===== config.mk =====
export PLATFORM = sky130hd
export DESIGN_NAME = spdif_block_align_parity_check
export DESIGN_NICKNAME = d
export VERILOG_FILES = /design/src/rtl/spdif_bapc_pkg.sv /design/src/rtl/spdif_bapc_in_reg.sv /design/src/rtl/spdif_bapc_core.sv /design/src/rtl/spdif_block_align_parity_check.sv
export SDC_FILE = /design/constraint.sdc
export NUM_CORES = 1
export LEC_CHECK = 0
export ABC_AREA = 1
export BUFFER_PORTS_ARGS = -buffer_cell sky130_fd_sc_hd__buf_4
export CAP_MARGIN = 20
export CORE_ASPECT_RATIO = 1.4
export CORE_MARGIN = 2
export CORE_UTILIZATION = 45
export CTS_CLUSTER_DIAMETER = 100
export DETAILED_ROUTE_END_ITERATION = 10
export PLACE_DENSITY_LB_ADDON = 0.2
export SLEW_MARGIN = 40
export SYNTH_ARGS = -nofsm -noshare
export SYNTH_HDL_FRONTEND = slang
export SYNTH_SLANG_ARGS = --single-unit

===== constraint.sdc =====
create_clock -name aclk -period 9.4 [get_ports aclk]
set_input_delay 1.88 -clock aclk [delete_from_list [all_inputs] [get_ports aclk]]
set_output_delay 1.88 -clock aclk [all_outputs]
set_load 0.05 [all_outputs]

===== src/rtl/spdif_bapc_pkg.sv =====
// Package: types and constants for the S/PDIF block alignment and parity checker.
`timescale 1ns / 1ps

package spdif_bapc_pkg;

    localparam int BLOCK_LEN   = 384;
    localparam int POS_W       = $clog2(BLOCK_LEN + 1);
    localparam int LEN_W       = 9;
    localparam int ERR_W       = 9;
    localparam int STATUS_BITS = 32;
    localparam int STATUS_SPAN = 2 * STATUS_BITS;
    localparam int HOLD_W      = 2;

    localparam logic [3:0] PRE_B = 4'b1111;
    localparam logic [3:0] PRE_M = 4'b1011;
    localparam logic [3:0] PRE_W = 4'b0111;

    localparam logic [HOLD_W-1:0] HOLDOFF_BLOCKS = HOLD_W'(3);
    localparam logic [ERR_W-1:0]  ERR_MAX        = '1;

    typedef struct packed {
        logic [31:0] subframe_word;
        logic        block_end;
    } sbapc_in_t;

    typedef struct packed {
        logic             align_ok;
        logic             parity_failed;
        logic [31:0]      channel_status;
        logic [ERR_W-1:0] block_parity_errors;
        logic [31:0]      total_parity_errors;
        logic [LEN_W-1:0] next_block_length;
    } sbapc_out_t;

endpackage


===== src/rtl/spdif_bapc_in_reg.sv =====
// Input register stage: holds one sub-frame transaction until the core takes it.
`timescale 1ns / 1ps

module spdif_bapc_in_reg
    import spdif_bapc_pkg::*;
(
    input  logic      aclk,
    input  logic      aresetn,
    input  logic      s_valid,
    output logic      s_ready,
    input  sbapc_in_t s_item,
    output logic      q_valid,
    input  logic      q_take,
    output sbapc_in_t q_item
);

    logic      valid_reg;
    logic      valid_next;
    sbapc_in_t item_reg;

    assign s_ready    = !valid_reg || q_take;
    assign valid_next = s_ready ? s_valid : valid_reg;

    always_ff @(posedge aclk) begin
        if (!aresetn) begin
            valid_reg <= 1'b0;
        end else begin
            valid_reg <= valid_next;
        end
    end

    always_ff @(posedge aclk) begin
        if (s_valid && s_ready) begin
            item_reg <= s_item;
        end
    end

    assign q_valid = valid_reg;
    assign q_item  = item_reg;

endmodule


===== src/rtl/spdif_bapc_core.sv =====
// Block state, per-sub-frame checks and the result register.
`timescale 1ns / 1ps

module spdif_bapc_core
    import spdif_bapc_pkg::*;
(
    input  logic       aclk,
    input  logic       aresetn,
    input  logic       cfg_we,
    input  logic       cfg_wdata,
    input  logic       q_valid,
    output logic       q_take,
    input  sbapc_in_t  q_item,
    output logic       m_valid,
    input  logic       m_ready,
    output sbapc_out_t m_result
);

    logic              deep_check_reg;
    logic [POS_W-1:0]  pos_reg,      pos_next;
    logic              aligned_reg,  aligned_next;
    logic              done_reg,     done_next;
    logic              early_reg,    early_next;
    logic [31:0]       status_reg,   status_next;
    logic [ERR_W-1:0]  berr_reg,     berr_next;
    logic [31:0]       terr_reg,     terr_next;
    logic [POS_W-1:0]  lastb_reg,    lastb_next;
    logic [HOLD_W-1:0] hold_reg,     hold_next;
    logic [POS_W-1:0]  xlen_reg,     xlen_next;
    logic              m_valid_reg,  m_valid_next;
    sbapc_out_t        result_reg,   result_next;

    logic [3:0] sync;
    logic       even;
    logic       in_span;
    logic       mismatch;
    logic       par_err;

    // Non-final sub-frames never need the output slot.
    assign q_take = q_valid && (!q_item.block_end || !m_valid_reg || m_ready);

    assign sync     = q_item.subframe_word[3:0];
    assign even     = !pos_reg[0];
    assign in_span  = pos_reg < POS_W'(BLOCK_LEN);
    assign par_err  = (^q_item.subframe_word[30:4]) != q_item.subframe_word[31];

    always_comb begin
        pos_next     = pos_reg;
        aligned_next = aligned_reg;
        done_next    = done_reg;
        early_next   = early_reg;
        status_next  = status_reg;
        berr_next    = berr_reg;
        terr_next    = terr_reg;
        lastb_next   = lastb_reg;
        hold_next    = hold_reg;
        xlen_next    = xlen_reg;
        result_next  = result_reg;
        mismatch     = 1'b0;

        if (q_take) begin
            if (!done_reg && in_span) begin
                if (sync == PRE_B) begin
                    aligned_next = (pos_reg == '0);
                    lastb_next   = pos_reg;
                end
                if (aligned_next) begin
                    mismatch = even ? (sync != PRE_B && sync != PRE_M) : (sync != PRE_W);
                    if (mismatch) begin
                        aligned_next = 1'b0;
                        done_next    = 1'b1;
                    end else if (!deep_check_reg) begin
                        early_next = 1'b1;
                        done_next  = 1'b1;
                    end else begin
                        if (even && ({1'b0, pos_reg} < (POS_W + 1)'(STATUS_SPAN))) begin
                            status_next[pos_reg[5:1]] = q_item.subframe_word[30];
                        end
                        if (par_err && berr_reg != ERR_MAX) begin
                            berr_next = berr_reg + ERR_W'(1);
                        end
                    end
                end
            end
            if (in_span) begin
                pos_next = pos_reg + POS_W'(1);
            end

            if (q_item.block_end) begin
                if (!early_next) begin
                    terr_next = terr_reg + 32'(berr_next);
                    if (aligned_next) begin
                        xlen_next = POS_W'(BLOCK_LEN);
                    end else if (lastb_next != '0 && hold_reg == '0) begin
                        xlen_next = lastb_next;
                        hold_next = HOLDOFF_BLOCKS;
                    end else begin
                        xlen_next = POS_W'(BLOCK_LEN);
                        if (hold_reg != '0) begin
                            hold_next = hold_reg - HOLD_W'(1);
                        end
                    end
                end
                result_next.align_ok            = aligned_next;
                result_next.parity_failed       = berr_next != '0;
                result_next.channel_status      = status_next;
                result_next.block_parity_errors = berr_next;
                result_next.total_parity_errors = terr_next;
                result_next.next_block_length   = LEN_W'(xlen_next);

                pos_next   = '0;
                done_next  = 1'b0;
                early_next = 1'b0;
                berr_next  = '0;
                lastb_next = '0;
            end
        end
    end

    always_comb begin
        m_valid_next = m_valid_reg && !m_ready;
        if (q_take && q_item.block_end) begin
            m_valid_next = 1'b1;
        end
    end

    always_ff @(posedge aclk) begin
        if (!aresetn) begin
            deep_check_reg <= 1'b1;
            pos_reg        <= '0;
            aligned_reg    <= 1'b0;
            done_reg       <= 1'b0;
            early_reg      <= 1'b0;
            status_reg     <= '0;
            berr_reg       <= '0;
            terr_reg       <= '0;
            lastb_reg      <= '0;
            hold_reg       <= '0;
            xlen_reg       <= POS_W'(BLOCK_LEN);
            m_valid_reg    <= 1'b0;
        end else begin
            if (cfg_we) begin
                deep_check_reg <= cfg_wdata;
            end
            pos_reg     <= pos_next;
            aligned_reg <= aligned_next;
            done_reg    <= done_next;
            early_reg   <= early_next;
            status_reg  <= status_next;
            berr_reg    <= berr_next;
            terr_reg    <= terr_next;
            lastb_reg   <= lastb_next;
            hold_reg    <= hold_next;
            xlen_reg    <= xlen_next;
            m_valid_reg <= m_valid_next;
        end
    end

    always_ff @(posedge aclk) begin
        result_reg <= result_next;
    end

    assign m_valid  = m_valid_reg;
    assign m_result = result_reg;

endmodule


===== src/rtl/spdif_block_align_parity_check.sv =====
// Top level: S/PDIF sub-frame block alignment and parity checker.
//
//   channel   dir  handshake          payload
//   s_        in   s_valid/s_ready    sbapc_in_t  (sub-frame word, block end)
//   m_        out  m_valid/m_ready    sbapc_out_t (one per block)
//   cfg_      in   cfg_we             cfg_wdata   (deep_check)
//
// One sub-frame per cycle when not stalled; a block's last sub-frame passes the
// input register, then loads the result register and raises m_valid.
// The only stall source is a final sub-frame meeting an unread result.
// aresetn is synchronous: deep_check returns to 1, next length to BLOCK_LEN.
`timescale 1ns / 1ps

module spdif_block_align_parity_check
    import spdif_bapc_pkg::*;
(
    input  logic       aclk,
    input  logic       aresetn,
    input  logic       cfg_we,
    input  logic       cfg_wdata,
    input  logic       s_valid,
    output logic       s_ready,
    input  sbapc_in_t  s_item,
    output logic       m_valid,
    input  logic       m_ready,
    output sbapc_out_t m_result
);

    logic      q_valid;
    logic      q_take;
    sbapc_in_t q_item;

    spdif_bapc_in_reg u_in_reg (
        .aclk    (aclk),
        .aresetn (aresetn),
        .s_valid (s_valid),
        .s_ready (s_ready),
        .s_item  (s_item),
        .q_valid (q_valid),
        .q_take  (q_take),
        .q_item  (q_item)
    );

    spdif_bapc_core u_core (
        .aclk      (aclk),
        .aresetn   (aresetn),
        .cfg_we    (cfg_we),
        .cfg_wdata (cfg_wdata),
        .q_valid   (q_valid),
        .q_take    (q_take),
        .q_item    (q_item),
        .m_valid   (m_valid),
        .m_ready   (m_ready),
        .m_result  (m_result)
    );

endmodule


==> out/summary.txt <==
EDFF count, synth = 117
drt initial violations = 557
CTS Buf Count = 23
Crit path depth = 20
clock latency at the later pin of the worst-skew pair = 0.51 ns
reg2reg setup slack = 4.75 ns
final non-filler cell total = 1731
Site Rows = 66
max incr delay on CP = 0.83 ns
dpl hpwl = 17100 um
first-pass GRT wire length = 40800 um
Synth async-reset ratio = 0%
final hold violation count = 0
Worst VDD drop = 0.144 mV
Placer Congestion = 0.862
fmax = 215 MHz
Startpoint Class = flop
CTS clk-pin slew, worst paths = 0.06 ns
total gr overflow = 0
initial antenna violation count = 0
Post-DRT Antenna Nets = 0
crit-path most repeated cell = nand2_1
max reg flops = 84
cts repair resizes = 0
Worst Path Arrival = 4.90 ns
drc violations = 0
WP buf/inv = 2
Power Density = 168 nW/um2
r2r endpoint = u_core.m_result[18]
synth warn = 0
#FFs+latches synth = 225
final hold slack = 0.455 ns
Initial Util = 45.9%
H-tree levels = 1
Core ar. = 23400 um2
Crit path max-delay family = simple AND/OR/NAND/NOR gates
Design Power = 2130 uW
Mean Syn Cell Area = 8.31 um2
DR WL/cell = 14.2 um
Max-Cap Viols = 0
final setup fails = 0
share of cells above drive strength 1 = 15.2%
slowest CP cell = edfxtp_1
Die Ht = 187 um
chip width = 135 um
Fillers = 2188
Worst-Margin Slew = 0.746 ns
Post-Place Cells = 1689
CP Class = flop to flop
RSZ-0062 raised after global routing = no
ANT cells = 0
Synth cell types = 39
# hold bufs at CTS = 0
reg2reg path depth = 20
Worst setup startpoint = u_in_reg.q_item[31]
io pins = 125
Leak Pwr = 0.00550 uW
clock tree root buffer cell = clkbuf_16
Via density = 5.01
fin nets = 1463
vias in the first global route = 8520
Total Die Area = 25100 um2
Syn Nets = 1345
final period utilization = 49.5%
total number of vias = 8673
Layout area overhead = 18.1%
Port Buffers = 124
Slew Viols, Final = 0
skew final = 0.00592 ns
Reg-to-Reg Start = u_in_reg.q_item[31]
Worst Path Required = 9.65 ns
crit path time final = 4.65 ns
final WL = 24500 um
Clock Path Buffers = 3
critical path peak fanout = 23
Critical Path End = u_core.m_result[18]
Synth Instances = 1291
postcts setup bufs = 0
drt first pass iters = 8
CP Capture Type = flop
worst-path cell chain = inv_1 -> nand2_1 -> nand2_1 -> nand2_1 -> nand2_1 -> nand2_1 -> nand2_1 -> nand2_1 -> nand3_4 -> nor2_2 -> xor2_2 -> ha_1 -> a21oi_1 -> nand2_1 -> a21oi_1 -> o21ai_1 -> a21oi_1 -> nor2_4 -> xnor2_1 -> inv_1
gr usage total = 19.8%
Rel. slew slack = 50.0%
largest net degree at the start of global routing = 87
area of the mapped netlist = 10700 um2
Seq/Total Area, Yosys = 52.9%
Main synth FF type = edfxtp_1
status = complete, no violations
CTS tree = done
Fin Setup TNS = 0 ns
clk sink count = 225
fin area = 12700 um2
dpl cell area = 12000 um2
Hold Crit Class = flop to flop
[area by class of cell]
class,instances,area (um2),share of cell area [%]
inverter,179,673,5.31
timing repair buffer,131,1010,7.95
clock buffer,32,629,4.96
tap,306,383,3.02
multi-input combinational,849,4240,33.5
clock inverter,9,67.6,0.533
sequential,225,5680,44.8
[worst reg2reg max path, cell delays in order, from the launching register on]
cell	delay, ns
edfxtp_1	0.83
inv_1	0.44
nand2_1	0.16
nand2_1	0.06
nand2_1	0.08
nand2_1	0.05
nand2_1	0.05
nand2_1	0.04
nand2_1	0.23
nand3_4	0.16
nor2_2	0.16
xor2_2	0.25
ha_1	0.33
a21oi_1	0.23
nand2_1	0.08
a21oi_1	0.22
o21ai_1	0.21
a21oi_1	0.30
nor2_4	0.09
xnor2_1	0.34
inv_1	0.08
[power breakdown]
group | internal, uW | switching (uW) | total (uW)
Clock | 493 | 363 | 856
Combinational | 60.8 | 130 | 191
Sequential | 1060 | 16.4 | 1080
Total | 1620 | 510 | 2130
[placed cells by master (no fill, tap or decap), drive strengths merged]
master    n
nand4    34
o21ai   102
dfxtp   108
buf     131
edfxtp  117
a21boi    2
o21a      5
clkinv   11
nor4      2
inv     176
o22ai     8
xnor2     8
ha       14
a31oi     1
clkbuf   32
nor2    113
o21bai    2
nand2   366
xor2     26
a211oi    4
a22o      4
nor3     28
bufinv    1
a21oi    70
a31o     10
fa        1
nand3    36
mux2     13
[synth_stat cells (3+ instances only)]
library cell | n | area (um2)
xor2_1 | 24 | 210
nand4_1 | 34 | 213
nor2_1 | 104 | 390
o21ai_0 | 89 | 445
nand3_1 | 35 | 175
mux2_2 | 13 | 146
nand2_2 | 5 | 31.3
nand2_1 | 361 | 1360
nor3_1 | 27 | 135
xnor2_1 | 8 | 70.1
o21a_1 | 5 | 37.5
buf_2 | 4 | 20.0
nor2_2 | 6 | 37.5
a22o_1 | 4 | 35.0
dfxtp_1 | 108 | 2160
a31o_2 | 10 | 87.6
inv_2 | 6 | 22.5
clkbuf_1 | 29 | 109
a211oi_1 | 3 | 22.5
inv_1 | 172 | 646
edfxtp_1 | 117 | 3510
buf_4 | 3 | 22.5
nor2_4 | 3 | 33.8
a21oi_1 | 69 | 345
o21ai_1 | 13 | 65.1
ha_1 | 14 | 175
o22ai_1 | 8 | 50.1
[logic make-up (layout without fill, tap and decap cells)]
group | count (synthesis) | in the layout | synth area share, %
compound gates | 208 | 208 | 10.7
xor+xnor | 34 | 34 | 2.91
fa+ha+maj | 15 | 15 | 1.82
buf+inv | 217 | 351 | 7.74
flops | 225 | 225 | 52.9
mux | 13 | 13 | 1.36
simple gates | 579 | 579 | 22.5
[metal layers]
layer,part of all wire (%),track usage [%],vias to the layer above
met5,0,0,-
met3,4.7,2.80,44
li1,-,-,4460
met1,42,23.5,3987
met2,51,36.2,182
met4,2.5,6.36,0
[worst min path at each step]
stage	from	endpoint	slack, ns	cells past startpoint
finish	u_core.xlen_reg[1]	u_core.xlen_reg[1]	0.46	2
global route	u_core.xlen_reg[4]	u_core.xlen_reg[4]	0.47	2
CTS	u_core.xlen_reg[5]	u_core.xlen_reg[5]	0.45	2
detailed placement	u_core.xlen_reg[1]	u_core.xlen_reg[1]	0.44	2
global placement	u_core.xlen_reg[2]	u_core.xlen_reg[2]	0.44	2
floorplan	u_core.terr_reg[31]	u_core.terr_reg[31]	0.43	2
[stage by stage]
stage	utilization, %	setup WS, ns
finish	54.2	4.75
global route	54.2	4.17
CTS	54.1	4.74
detailed placement	51.1	4.75
global placement	51.1	4.61
floorplan	-	4.38
Power figures use the tool's default switching activity.
